**config.mk**
```make
export PLATFORM = sky130hd
export DESIGN_NAME = sktab_search
export DESIGN_NICKNAME = d
export VERILOG_FILES = /design/src/design/sktab_pkg.sv /design/src/design/sktab_search.sv
export SDC_FILE = /design/constraint.sdc
export NUM_CORES = 1
export LEC_CHECK = 0
export BUFFER_PORTS_ARGS = -buffer_cell sky130_fd_sc_hd__buf_2
export CAP_MARGIN = 20
export CORE_MARGIN = 3
export CORE_UTILIZATION = 24
export CTS_CLUSTER_DIAMETER = 60
export CTS_CLUSTER_SIZE = 16
export DETAILED_ROUTE_END_ITERATION = 10
export SETUP_SLACK_MARGIN = 0.05
export SYNTH_ARGS = -nofsm -noshare
export SYNTH_HDL_FRONTEND = slang
export SYNTH_SLANG_ARGS = --single-unit
```
**constraint.sdc**
```tcl
create_clock -name clk -period 18.3 [get_ports clk]
set_input_delay 1.83 -clock clk [delete_from_list [all_inputs] [get_ports clk]]
set_output_delay 1.83 -clock clk [all_outputs]
set_load 0.005 [all_outputs]
```
**src/design/sktab_pkg.sv**
```systemverilog
package sktab_pkg;

  localparam int KEY_W = 64;
  localparam int VAL_PORT_W = 32;
  localparam int POS_PORT_W = 6;
  localparam int COUNT_PORT_W = 7;
  localparam int STATUS_W = 3;
  localparam int OPCODE_W = 2;

  localparam logic [OPCODE_W-1:0] OP_INSERT = 2'd0;
  localparam logic [OPCODE_W-1:0] OP_DELETE = 2'd1;
  localparam logic [OPCODE_W-1:0] OP_READ   = 2'd2;

  localparam logic [STATUS_W-1:0] ST_NEW       = 3'd0;
  localparam logic [STATUS_W-1:0] ST_UPDATED   = 3'd1;
  localparam logic [STATUS_W-1:0] ST_UNCHANGED = 3'd2;
  localparam logic [STATUS_W-1:0] ST_DELETED   = 3'd3;
  localparam logic [STATUS_W-1:0] ST_NOT_FOUND = 3'd4;
  localparam logic [STATUS_W-1:0] ST_FULL      = 3'd5;
  localparam logic [STATUS_W-1:0] ST_READ_OK   = 3'd6;

  typedef struct packed {
    logic done;
    logic hit;
  } srch_stat_t;

endpackage

```
**src/design/sktab_search.sv**
```systemverilog
module sktab_search
  import sktab_pkg::*;
#(
  parameter int CAPACITY = 64
) (
  input  logic                          clk,
  input  logic                          rst,
  input  logic                          start,
  input  logic [KEY_W-1:0]              key,
  input  logic [$clog2(CAPACITY+1)-1:0] fill,
  output logic [$clog2(CAPACITY)-1:0]   raddr,
  input  logic [KEY_W-1:0]              rd_key,
  output srch_stat_t                    stat,
  output logic [$clog2(CAPACITY+1)-1:0] pos
);

  localparam int AW = $clog2(CAPACITY);
  localparam int CW = $clog2(CAPACITY + 1);

  localparam logic [1:0] SR_IDLE  = 2'd0;
  localparam logic [1:0] SR_LOOP  = 2'd1;
  localparam logic [1:0] SR_WAIT  = 2'd2;
  localparam logic [1:0] SR_PROBE = 2'd3;

  logic [1:0]       st;
  logic [CW-1:0]    lo;
  logic [CW-1:0]    hi;
  logic [CW-1:0]    mid;
  logic [CW-1:0]    mid_c;
  logic [KEY_W-1:0] key_r;

  assign mid_c = lo + ((hi - lo) >> 1);
  assign pos   = lo;

  // Each probe puts the address out in LOOP and takes the key back in WAIT.
  // A final probe at the lower bound tells a hit from a miss.
  always_comb begin
    raddr = AW'(mid_c);
    stat  = '0;
    unique case (st)
      SR_LOOP: begin
        if (lo < hi) begin
          raddr = AW'(mid_c);
        end else if (lo < fill) begin
          raddr = AW'(lo);
        end else begin
          stat.done = 1'b1;
        end
      end
      SR_PROBE: begin
        stat.done = 1'b1;
        stat.hit  = (rd_key == key_r);
      end
      default: ;
    endcase
  end

  always_ff @(posedge clk) begin
    if (rst) begin
      st <= SR_IDLE;
    end else begin
      unique case (st)
        SR_IDLE: begin
          if (start) begin
            lo    <= '0;
            hi    <= fill;
            key_r <= key;
            st    <= SR_LOOP;
          end
        end
        SR_LOOP: begin
          if (lo < hi) begin
            mid <= mid_c;
            st  <= SR_WAIT;
          end else if (lo < fill) begin
            st <= SR_PROBE;
          end else begin
            st <= SR_IDLE;
          end
        end
        SR_WAIT: begin
          if (rd_key < key_r) begin
            lo <= mid + 1'b1;
          end else begin
            hi <= mid;
          end
          st <= SR_LOOP;
        end
        SR_PROBE: begin
          st <= SR_IDLE;
        end
        default: st <= SR_IDLE;
      endcase
    end
  end

`ifndef SYNTHESIS
  a_bounds_ordered: assert property (@(posedge clk) disable iff (rst)
    (st == SR_LOOP || st == SR_WAIT) |-> (lo <= hi && hi <= fill))
    else $error("search bounds crossed");
`endif

endmodule
```
==> impl_metrics.prom, run 1 <==
# TYPE chip_impl_metric gauge
chip_impl_info{name="result_of_the_run",value="complete, no violations"} 1
chip_impl_metric{name="async_s_r_ff_share_synth",unit="%"} 0
chip_impl_metric{name="coreArea",unit="um^2"} 21200
chip_impl_metric{name="power.clock.fraction",unit="%"} 33.6
chip_impl_metric{name="grt_start_max_net_pins",unit=""} 46
chip_impl_info{name="cts_tree",value="built"} 1
chip_impl_metric{name="ios",unit=""} 153
chip_impl_metric{name="cts_max_level",unit=""} 3
chip_impl_metric{name="clock_sink_count",unit=""} 87
chip_impl_metric{name="final_period_minus_worst_setup_slack",unit="ns"} 5.70
chip_impl_metric{name="yosys_warnings",unit=""} 0
chip_impl_metric{name="net-switching-power",unit="W"} 0.000140
chip_impl_metric{name="cts_buffers",unit=""} 9
chip_impl_metric{name="cts.reportedPaths.clkPinSlew",unit="ns"} 0.07
chip_impl_metric{name="dieHeight",unit="um"} 153
chip_impl_metric{name="portion_of_total_power_attributed_to_combinational_logic",unit="%"} 20.3
chip_impl_metric{name="fin_setup_tns",unit="ns"} 0
chip_impl_metric{name="postLayoutSetupSlackWorst",unit="ns"} 12.60
chip_impl_metric{name="ant_nets",unit=""} 0
chip_impl_metric{name="mappedNetlistNets",unit=""} 684
chip_impl_info{name="timing_worst_setup_path_type",value="in2out"} 1
chip_impl_info{name="rsz0062_at_grt",value="no"} 1
chip_impl_metric{name="detailroute.via_count",unit=""} 3857
chip_impl_info{name="critical-path-slowest-cell",value="nor4b_4"} 1
chip_impl_metric{name="intPower",unit="W"} 0.000376
chip_impl_metric{name="grt_use_met1",unit="%"} 13.5
chip_impl_metric{name="avgSynthCellArea",unit="um^2"} 11.3
chip_impl_metric{name="post_cts.repair.setup_buffers",unit=""} 0
chip_impl_metric{name="synth_enable_flop_cells",unit=""} 85
chip_impl_metric{name="timing.final.max_slew_violations",unit=""} 0
chip_impl_metric{name="totalWireLength",unit="mm"} 12.8
chip_impl_metric{name="grt_first_pass_wirelength",unit="mm"} 20.2
chip_impl_metric{name="gr-usage-met2",unit="%"} 18.4
chip_impl_metric{name="layout_worst_path_cycle_share",unit="%"} 31.2
chip_impl_metric{name="drc",unit=""} 0
chip_impl_metric{name="grt_pass1_vias",unit=""} 3971
chip_impl_metric{name="postCtsHoldBufs",unit=""} 0
chip_impl_info{name="hold_class",value="reg2reg"} 1
chip_impl_metric{name="effective_utilization_at_floorplan",unit="%"} 24.6
chip_impl_metric{name="ir_worst_vdd",unit="mV"} 0.0367
chip_impl_metric{name="crit_path_max_fanout",unit=""} 7
chip_impl_metric{name="arrival",unit="ns"} 3.87
chip_impl_info{name="postSynth.topFlopCell",value="edfxtp_1"} 1
chip_impl_metric{name="synth-seq-area-share",unit="%"} 49.8
chip_impl_info{name="synth.area.top_cells",value="edfxtp_1, ha_1, inv_1"} 1
chip_impl_metric{name="place.detailed.hpwl",unit="mm"} 10.8
chip_impl_metric{name="clkLatencyLatePin",unit="ns"} 0.35
chip_impl_metric{name="placement.cell_area",unit="um^2"} 6330
chip_impl_metric{name="grt_util_all_layers",unit="%"} 11.1
chip_impl_metric{name="final_core_utilization",unit="%"} 31.3
chip_impl_metric{name="grt_overflow",unit=""} 0
chip_impl_metric{name="relSlewSlack",unit="%"} 43.4
chip_impl_metric{name="drive_above_1_share",unit="%"} 28.6
chip_impl_metric{name="numPlacedInstances",unit=""} 889
chip_impl_metric{name="timing.final.setup_violations",unit=""} 0
chip_impl_metric{name="die_w",unit="um"} 153
chip_impl_info{name="setup.worst_path.end_class",value="output port"} 1
chip_impl_metric{name="achievable-frequency",unit="MHz"} 175
chip_impl_metric{name="dp_worst_setup_slack",unit="ns"} 12.55
chip_impl_metric{name="area.growth.synth_to_final",unit="%"} 27.1
chip_impl_metric{name="yosys.cell_types.count",unit=""} 39
chip_impl_metric{name="drt_iter0_markers",unit=""} 168
chip_impl_metric{name="max-cap-violations",unit=""} 0
chip_impl_metric{name="worst_ep_required_time",unit="ns"} 16.47
chip_impl_metric{name="leakage",unit="nW"} 3.04
chip_impl_info{name="layout_common_cells",value="buf_2, edfxtp_1, ha_1"} 1
chip_impl_metric{name="mappedNetlistArea",unit="um^2"} 5210
chip_impl_info{name="layout_commonest_cell",value="buf_2"} 1
chip_impl_metric{name="nets",unit=""} 849
chip_impl_metric{name="synth_top_cell_area_share",unit="%"} 49.0
chip_impl_metric{name="first_pass_detailed_route_iteration_total",unit=""} 4
chip_impl_metric{name="layoutNonFillerInstCount",unit=""} 909
chip_impl_metric{name="power_per_cell_area",unit="nW/um^2"} 78.0
chip_impl_metric{name="ys_seq_elements",unit=""} 87
chip_impl_metric{name="max-clock-path-buffers",unit=""} 2
chip_impl_info{name="start_kind",value="input port"} 1
chip_impl_info{name="global_route.peak_usage_layer",value="met2"} 1
chip_impl_metric{name="route.detailed.wl_per_inst",unit="um"} 14.1
chip_impl_metric{name="row_count",unit=""} 53
chip_impl_metric{name="grt_util_met3",unit="%"} 3.26
chip_impl_metric{name="antenna_found_initial",unit=""} 4
chip_impl_metric{name="fin_skew",unit="ns"} 0.0101
chip_impl_metric{name="fill_cells",unit=""} 2180
chip_impl_metric{name="port_buffers",unit=""} 152
chip_impl_metric{name="ctsResizeCount",unit=""} 0
chip_impl_info{name="cp_common_cell",value="buf_2"} 1
chip_impl_metric{name="floorplan.die_area",unit="um^2"} 23500
chip_impl_metric{name="timing.final.hold_violations",unit=""} 0
chip_impl_metric{name="vias_per_cell",unit=""} 4.24
chip_impl_metric{name="timing.critical_path.slowest_cell_delay",unit="ns"} 0.59
chip_impl_info{name="cts_root_buf",value="clkbuf_16"} 1
chip_impl_metric{name="finish.instance_area",unit="um^2"} 6620
chip_impl_metric{name="reg2reg_setup_slack",unit="ns"} 15.28
chip_impl_metric{name="swShare",unit="%"} 27.1
chip_impl_metric{name="worst_pin_slew",unit="ns"} 0.847
chip_impl_metric{name="synthesized_instance_count",unit=""} 460
chip_impl_info{name="synth_top_area_cell",value="edfxtp_1"} 1
chip_impl_metric{name="last_weighted_congestion_value_of_the_routability_driven_placer",unit=""} 0.813
chip_impl_info{name="timing.critical_path.cells",value="buf_2 -> inv_1 -> ha_1 -> a21o_1 -> a21oi_1 -> o211ai_1 -> nor4b_4 -> mux2_2 -> buf_2"} 1
chip_impl_metric{name="sequentialPowerShare",unit="%"} 46.2
## final timing paths
path	from	end	depth (start not counted)
worst max register to register	key_r[45]	pos[1]	8
worst max-delay path	fill[5]	raddr[4]	9
worst min register to register	mid[1]	hi[1]	2
worst min-delay path	mid[1]	hi[1]	2
## cell families (layout without fill, tap and decap cells)
family	after synthesis	after routing	synth area share, %
adder cells (fa/ha/maj)	86	86	21.0
flip-flops	87	87	49.8
AO/OA/AOI/OAI	87	87	9.92
other	0	4	0
buffers and inverters	85	255	6.27
multiplexers	6	6	1.30
AND/OR/NAND/NOR	94	94	9.25
XOR/XNOR	15	15	2.52
## cells in the mapped netlist, drive strengths merged, types with 2 or more instances
master / n
nor2b: 3
nor3: 2
a21oi: 40
o21a: 6
nor2: 20
o21bai: 3
fa: 2
nand2: 30
nor4b: 2
nand3: 5
a2bb2oi: 3
nor4: 8
xor2: 4
o21ai: 19
xnor2: 11
edfxtp: 85
a21o: 7
nand2b: 3
o211ai: 2
inv: 83
ha: 84
dfxtp: 2
a2111oi: 2
mux2: 6
nand4: 16
## final cells by class
type                            count  area (um^2)  area share (%)
Antenna cell                        4         10.0           0.151
Tap cell                          275          344            5.20
Multi-Input combinational cell    288         2290            34.7
Inverter                           83          312            4.71
Sequential cell                    87         2590            39.2
Clock buffer                       10          229            3.46
Clock inverter                      6         43.8           0.662
Timing Repair Buffer              156          791            12.0
## power by group through the flow
stage                     clock network [W]  logic [W]  registers [W]
after floorplan                           0  0.0000643       0.000243
after CTS                          0.000181   0.000107       0.000239
after global routing               0.000190   0.000120       0.000239
after detailed placement                  0   0.000106       0.000243
after global placement                    0   0.000105       0.000243
final                              0.000173   0.000105       0.000238
## routing by layer
layer | share of wire [%] | up-vias
li1 | - | 1984
met1 | 43 | 1738
met2 | 48 | 115
met3 | 6.1 | 20
met4 | 2.6 | 0
met5 | 0 | -
## flip-flops by register name, summed over array words and instances, names as in the netlist
name / flops
key_r: 64
hi: 7
mid: 7
st: 2
pos: 7
## stage by stage
stage               power, W  hold slack, ns
floorplan           0.000307           0.535
global placement    0.000348           0.584
detailed placement  0.000349           0.585
CTS                 0.000527           0.598
global route        0.000549           0.626
finish              0.000516           0.594
## worst max-delay path, delay by kind of cell
family	cells	cell delay, ns
AO/OA/AOI/OAI	3	0.49
AND/OR/NAND/NOR	1	0.59
multiplexers	1	0.41
adder cells (fa/ha/maj)	1	0.32
buffers and inverters	3	0.23
Note: power is estimated with default switching activity, not from simulation.
==> inputs of run 2 (changes only) <==
Clock period 18.3 ns to 4.6 ns, I/O delays scaled along.
==> impl_metrics.prom, run 2 (synthesized netlist as in run 1, its figures left out) <==
# TYPE chip_impl_metric gauge
chip_impl_metric{name="totalWireLength",unit="mm"} 12.7
chip_impl_metric{name="ctsResizeCount",unit=""} 0
chip_impl_metric{name="grt_pass1_vias",unit=""} 3904
chip_impl_metric{name="cts_max_level",unit=""} 3
chip_impl_metric{name="portion_of_total_power_attributed_to_combinational_logic",unit="%"} 20.0
chip_impl_metric{name="drive_above_1_share",unit="%"} 28.8
chip_impl_metric{name="final_period_minus_worst_setup_slack",unit="ns"} 3.70
chip_impl_metric{name="port_buffers",unit=""} 152
chip_impl_metric{name="finalHoldWorstSlack",unit="ns"} 0.286
chip_impl_metric{name="route.detailed.wl_per_inst",unit="um"} 14.0
chip_impl_metric{name="clock_sink_count",unit=""} 87
chip_impl_metric{name="timing.final.hold_violations",unit=""} 0
chip_impl_metric{name="place.detailed.hpwl",unit="mm"} 10.6
chip_impl_metric{name="arrival",unit="ns"} 3.24
chip_impl_info{name="hold_class",value="in2reg"} 1
chip_impl_metric{name="leakage",unit="nW"} 3.04
chip_impl_metric{name="ant_nets",unit=""} 0
chip_impl_metric{name="layout_worst_path_cycle_share",unit="%"} 80.4
chip_impl_metric{name="post_cts.repair.setup_buffers",unit=""} 0
chip_impl_metric{name="nets",unit=""} 848
chip_impl_metric{name="timing.final.max_slew_violations",unit=""} 0
chip_impl_metric{name="timing.critical_path.slowest_cell_delay",unit="ns"} 0.47
chip_impl_info{name="timing_worst_setup_path_type",value="reg2out"} 1
chip_impl_info{name="setup.worst_path.end_class",value="output port"} 1
chip_impl_metric{name="net-switching-power",unit="W"} 0.000540
chip_impl_metric{name="achievable-frequency",unit="MHz"} 270
chip_impl_metric{name="power.clock.fraction",unit="%"} 33.6
chip_impl_metric{name="sequentialPowerShare",unit="%"} 46.4
chip_impl_metric{name="swShare",unit="%"} 26.4
chip_impl_metric{name="max-cap-violations",unit=""} 0
chip_impl_metric{name="timing.critical_path.buf_inv",unit=""} 2
chip_impl_metric{name="intPower",unit="W"} 0.00151
chip_impl_metric{name="cts.reportedPaths.clkPinSlew",unit="ns"} 0.06
chip_impl_info{name="start_kind",value="flop"} 1
chip_impl_metric{name="relSlewSlack",unit="%"} 36.2
chip_impl_metric{name="floorplan.die_area",unit="um^2"} 23500
chip_impl_info{name="layout_common_cells",value="buf_2, edfxtp_1, ha_1"} 1
chip_impl_info{name="result_of_the_run",value="complete, no violations"} 1
chip_impl_metric{name="grt_first_pass_wirelength",unit="mm"} 20.0
chip_impl_metric{name="max-clock-path-buffers",unit=""} 2
chip_impl_metric{name="worst_pin_slew",unit="ns"} 0.949
chip_impl_metric{name="ir_worst_vdd",unit="mV"} 0.167
chip_impl_info{name="rsz0062_at_grt",value="no"} 1
chip_impl_metric{name="report.power.total",unit="W"} 0.00205
chip_impl_metric{name="crit_path_max_fanout",unit=""} 6
chip_impl_metric{name="effective_utilization_at_floorplan",unit="%"} 24.6
chip_impl_metric{name="postCtsHoldBufs",unit=""} 0
chip_impl_metric{name="vias_per_cell",unit=""} 4.21
chip_impl_metric{name="ios",unit=""} 153
chip_impl_info{name="largest_register",value="key_r"} 1
chip_impl_metric{name="cts_buffers",unit=""} 9
chip_impl_metric{name="area.growth.synth_to_final",unit="%"} 27.2
chip_impl_info{name="cts_tree",value="built"} 1
chip_impl_info{name="timing.critical_path.cells",value="inv_1 -> ha_1 -> nor2b_1 -> o21a_1 -> o21ai_0 -> or2b_1 -> a21oi_1 -> xnor2_1 -> ha_1 -> a21oi_1 -> xnor2_1 -> mux2_2 -> buf_2"} 1
chip_impl_metric{name="power_per_cell_area",unit="nW/um^2"} 309
chip_impl_metric{name="coreArea",unit="um^2"} 21200
chip_impl_metric{name="dieHeight",unit="um"} 153
chip_impl_info{name="cpLargestDelayFamily",value="compound AO/OA/AOI/OAI gates"} 1
chip_impl_metric{name="max_reg_flops",unit=""} 64
chip_impl_info{name="cts_root_buf",value="clkbuf_16"} 1
chip_impl_metric{name="detailroute.via_count",unit=""} 3824
chip_impl_metric{name="drc",unit=""} 0
chip_impl_metric{name="first_pass_detailed_route_iteration_total",unit=""} 4
chip_impl_metric{name="grt_overflow",unit=""} 0
chip_impl_info{name="critical-path-slowest-cell",value="edfxtp_1"} 1
chip_impl_metric{name="worst_ep_required_time",unit="ns"} 4.14
chip_impl_metric{name="timing.final.setup_violations",unit=""} 0
chip_impl_metric{name="antenna_found_initial",unit=""} 5
chip_impl_metric{name="drt_iter0_markers",unit=""} 150
chip_impl_metric{name="grt_util_all_layers",unit="%"} 11.1
chip_impl_metric{name="row_count",unit=""} 53
chip_impl_metric{name="last_weighted_congestion_value_of_the_routability_driven_placer",unit=""} 0.772
chip_impl_metric{name="die_w",unit="um"} 153
chip_impl_metric{name="clkLatencyLatePin",unit="ns"} 0.34
chip_impl_metric{name="fin_skew",unit="ns"} 0.00711
chip_impl_metric{name="grt_start_max_net_pins",unit=""} 36
chip_impl_metric{name="fin_setup_tns",unit="ns"} 0
chip_impl_info{name="layout_commonest_cell",value="buf_2"} 1
-- run 2: cell count changes in the layout (fill, tap and decap cells not counted) --
| cell | previous run | this run |
|---|---|---|
| buf_4 | 4 | 3 |
| clkbuf_1 | 1 | 0 |
| clkbuf_8 | 0 | 1 |
| clkinv_2 | 1 | 3 |
| inv_6 | 2 | 0 |
| nor4_1 | 8 | 7 |
| nor4_2 | 0 | 1 |
| nor4b_2 | 1 | 0 |
| nor4b_4 | 1 | 2 |
-- run 2: worst register-to-register path: stages, from the launching register on --
cell and delay (ns):
edfxtp_1 0.36, inv_1 0.06, ha_1 0.23, a211oi_1 0.23, nor2_1 0.07, a2111oi_0 0.67, a21oi_1 0.16, nor4_1 0.47
a21o_1 0.39
-- run 2: routing by layer --
metal / part of all wire (%) / global-route usage [%]
met4: 2.8 / 5.47
met2: 45 / 17.5
met1: 44 / 13.7
met3: 7.3 / 3.71
met5: 0.28 / 0
-- run 2: power groups by stage --
stage | sequential (W) | combinational (W) | clock (W)
6_report | 0.000949 | 0.000410 | 0.000687
2_1_floorplan | 0.000960 | 0.000257 | 0
5_1_grt | 0.000953 | 0.000473 | 0.000754
4_1_cts | 0.000949 | 0.000421 | 0.000719
3_5_place_dp | 0.000967 | 0.000418 | 0
3_3_place_gp | 0.000966 | 0.000416 | 0
-- run 2: path summary, 6_finish.rpt --
kind | startpoint | to | slack, ns | cells past startpoint
max | pos[1] | raddr[5] | 0.90 | 13
min | key[15] | key_r[15] | 0.29 | 1
max reg2reg | key_r[45] | pos[0] | 1.63 | 8
min reg2reg | mid[6] | hi[6] | 0.59 | 2
-- run 2: cell type report --
type / count / area (um^2)
Antenna cell: 4 / 10.0
Clock buffer: 10 / 239
Clock inverter: 6 / 36.3
Fill cell: 2157 / 14500
Inverter: 83 / 312
Multi-Input combinational cell: 288 / 2310
Sequential cell: 87 / 2590
Tap cell: 275 / 344
Timing Repair Buffer: 155 / 783
-- run 2: metrics by stage --
stage                     cells  worst slack [ns]  area, um^2  utilization [%]
after global routing        906             0.585        6620             31.3
after detailed placement    888              1.25        6340             30.0
after floorplan             460              1.41        5220                -
after CTS                   904             0.859        6620             31.3
final                       908             0.901        6630             31.3
after global placement      888              1.25        6340             30.0
==> inputs of run 3 (changes only) <==
Clock period 4.6 ns to 3.4 ns, I/O delays scaled along.
==> impl_metrics.prom, run 3 (synthesized netlist as in run 1, its figures left out) <==
# TYPE chip_impl_metric gauge
chip_impl_info{name="result_of_the_run",value="complete, no violations"} 1
chip_impl_metric{name="port_buffers",unit=""} 152
chip_impl_metric{name="worst_ep_required_time",unit="ns"} 3.06
chip_impl_info{name="cts_root_buf",value="clkbuf_16"} 1
chip_impl_metric{name="dp_worst_setup_slack",unit="ns"} 0.291
chip_impl_info{name="layout_common_cells",value="buf_2, edfxtp_1, inv_1, ha_1, a21oi_1"} 1
chip_impl_metric{name="power_per_cell_area",unit="nW/um^2"} 425
chip_impl_info{name="cp_common_cell",value="a21oi_2"} 1
chip_impl_metric{name="relSlewSlack",unit="%"} 46.5
chip_impl_metric{name="final_period_minus_worst_setup_slack",unit="ns"} 3.37
chip_impl_metric{name="last_weighted_congestion_value_of_the_routability_driven_placer",unit=""} 0.769
chip_impl_metric{name="grt_overflow",unit=""} 0
chip_impl_metric{name="die_w",unit="um"} 153
chip_impl_metric{name="first_pass_detailed_route_iteration_total",unit=""} 4
chip_impl_metric{name="cts_max_level",unit=""} 3
chip_impl_metric{name="met2_wirelength",unit="mm"} 6.23
chip_impl_metric{name="placement.cell_area",unit="um^2"} 6390
chip_impl_metric{name="row_count",unit=""} 53
chip_impl_info{name="layout_commonest_cell",value="buf_2"} 1
chip_impl_metric{name="postLayoutSetupSlackWorst",unit="ns"} 0.0342
chip_impl_metric{name="layoutNonFillerInstCount",unit=""} 919
chip_impl_info{name="setup.worst_path.end_class",value="output port"} 1
chip_impl_info{name="cpLargestDelayFamily",value="compound AO/OA/AOI/OAI gates"} 1
chip_impl_info{name="hold_class",value="in2reg"} 1
chip_impl_metric{name="area.growth.synth_to_final",unit="%"} 30.9
chip_impl_metric{name="cts.reportedPaths.clkPinSlew",unit="ns"} 0.07
chip_impl_metric{name="fin_skew",unit="ns"} 0.00435
chip_impl_metric{name="arrival",unit="ns"} 3.03
chip_impl_metric{name="worst_pin_slew",unit="ns"} 0.801
chip_impl_metric{name="ant_nets",unit=""} 0
chip_impl_metric{name="effective_utilization_at_floorplan",unit="%"} 24.6
chip_impl_metric{name="place.detailed.hpwl",unit="mm"} 10.7
chip_impl_metric{name="achievable-frequency",unit="MHz"} 297
chip_impl_metric{name="dieHeight",unit="um"} 153
chip_impl_metric{name="timing.critical_path.buf_inv",unit=""} 2
chip_impl_metric{name="timing.critical_path.slowest_cell_delay",unit="ns"} 0.42
chip_impl_metric{name="cts_buffers",unit=""} 9
chip_impl_metric{name="fin_setup_tns",unit="ns"} 0
chip_impl_metric{name="floorplan.die_area",unit="um^2"} 23500
chip_impl_metric{name="clkLatencyLatePin",unit="ns"} 0.34
chip_impl_metric{name="grt_first_pass_wirelength",unit="mm"} 19.9
chip_impl_info{name="route.top_layer_used",value="met5"} 1
chip_impl_metric{name="drt-met1-wl",unit="mm"} 5.77
chip_impl_metric{name="clock_sink_count",unit=""} 87
chip_impl_metric{name="max-clock-path-buffers",unit=""} 2
chip_impl_info{name="critical-path-slowest-cell",value="edfxtp_1"} 1
chip_impl_metric{name="antenna_found_initial",unit=""} 4
chip_impl_metric{name="route.detailed.wl_per_inst",unit="um"} 14.4
chip_impl_metric{name="grt_pass1_vias",unit=""} 3885
chip_impl_metric{name="max_reg_flops",unit=""} 64
chip_impl_metric{name="drive_above_1_share",unit="%"} 32.3
chip_impl_metric{name="numPlacedInstances",unit=""} 895
chip_impl_metric{name="leakage",unit="nW"} 3.14
chip_impl_metric{name="max-cap-violations",unit=""} 0
chip_impl_metric{name="grt_start_max_net_pins",unit=""} 35
chip_impl_info{name="timing_worst_setup_path_type",value="reg2out"} 1
chip_impl_metric{name="totalWireLength",unit="mm"} 13.2
chip_impl_metric{name="met3RoutedLength",unit="um"} 900
chip_impl_metric{name="timing.final.hold_violations",unit=""} 0
chip_impl_metric{name="crit_path_max_fanout",unit=""} 3
chip_impl_metric{name="timing.final.setup_violations",unit=""} 0
chip_impl_metric{name="ios",unit=""} 153
chip_impl_metric{name="timing.final.max_slew_violations",unit=""} 0
chip_impl_metric{name="grt_util_all_layers",unit="%"} 11.1
chip_impl_metric{name="postCtsHoldBufs",unit=""} 0
chip_impl_metric{name="detailroute.via_count",unit=""} 3924
chip_impl_info{name="start_kind",value="flop"} 1
chip_impl_info{name="largest_register",value="key_r"} 1
chip_impl_metric{name="drt_iter0_markers",unit=""} 183
chip_impl_metric{name="coreArea",unit="um^2"} 21200
chip_impl_metric{name="nets",unit=""} 863
chip_impl_metric{name="drc",unit=""} 0
chip_impl_metric{name="ir_worst_vdd",unit="mV"} 0.235
chip_impl_metric{name="layout_worst_path_cycle_share",unit="%"} 99.0
chip_impl_info{name="timing.critical_path.cells",value="inv_2 -> ha_4 -> nor2b_4 -> o21a_1 -> o21ai_2 -> or2b_1 -> a21oi_2 -> xnor2_1 -> ha_1 -> a21oi_2 -> xnor2_2 -> mux2_4 -> buf_6"} 1
chip_impl_metric{name="finish.instance_area",unit="um^2"} 6820
chip_impl_info{name="rsz0062_at_grt",value="yes"} 1
chip_impl_info{name="cts_tree",value="built"} 1
chip_impl_metric{name="vias_per_cell",unit=""} 4.27
==> run 3: cell types whose count changed in the layout (fill, tap and decap cells not counted), moves of 2 or more <==
cell / change
ha_4: +2
fa_2: +2
a21oi_2: +5
a21oi_1: -5
fa_1: -2
buf_4: +15
diode_2: -3
clkbuf_1: +2
ha_1: -2
==> run 3: stage by stage <==
stage          utilization, %  hold slack (ns)  power (W)
5_1_grt                  32.2            0.145    0.00306
6_report                 32.2            0.168    0.00290
3_5_place_dp             30.2            0.518    0.00188
4_1_cts                  31.7            0.151    0.00288
3_3_place_gp             30.2            0.517    0.00187
2_1_floorplan               -            0.423    0.00165
==> run 3: worst paths after layout <==
kind                                start         to  slack (ns)  cells after the start
worst min-delay path              key[50]  key_r[50]        0.17                      1
worst max-delay path               pos[1]   raddr[5]        0.03                     13
worst min register to register      st[1]      st[1]        0.57                      1
worst max register to register  key_r[45]      hi[5]        0.64                      9
==> run 3: report_power, final <==
part	leakage, nW	total, W	internal [W]	switching (W)
clock network	0.139	0.000986	0.000565	0.000420
logic	2.19	0.000633	0.000321	0.000312
registers	0.806	0.00128	0.00126	0.0000230
total	3.14	0.00290	0.00214	0.000755
==> run 3: repair_timing <==
| item | in CTS | in global routing |
|---|---|---|
| buffers inserted | 2 | 6 |
| pin swaps | 1 | 11 |
| gates resized for setup | 5 | 14 |
| setup endpoints to repair | 5 | 6 |
==> run 3: final cells by class <==
type / count / area (um^2)
multi-input combinational: 288 / 2380
timing repair buffer: 170 / 902
clock inverter: 4 / 48.8
clock buffer: 11 / 233
inverter: 83 / 312
fill: 2148 / 14300
tap: 275 / 344
sequential: 87 / 2590
antenna: 1 / 2.50
==> run 3: routing by layer <==
metal / track usage (%) / vias to the layer above
li1: - / 2008
met1: 13.6 / 1782
met2: 18.1 / 109
met3: 3.88 / 19
met4: 3.56 / 6
met5: 0 / -
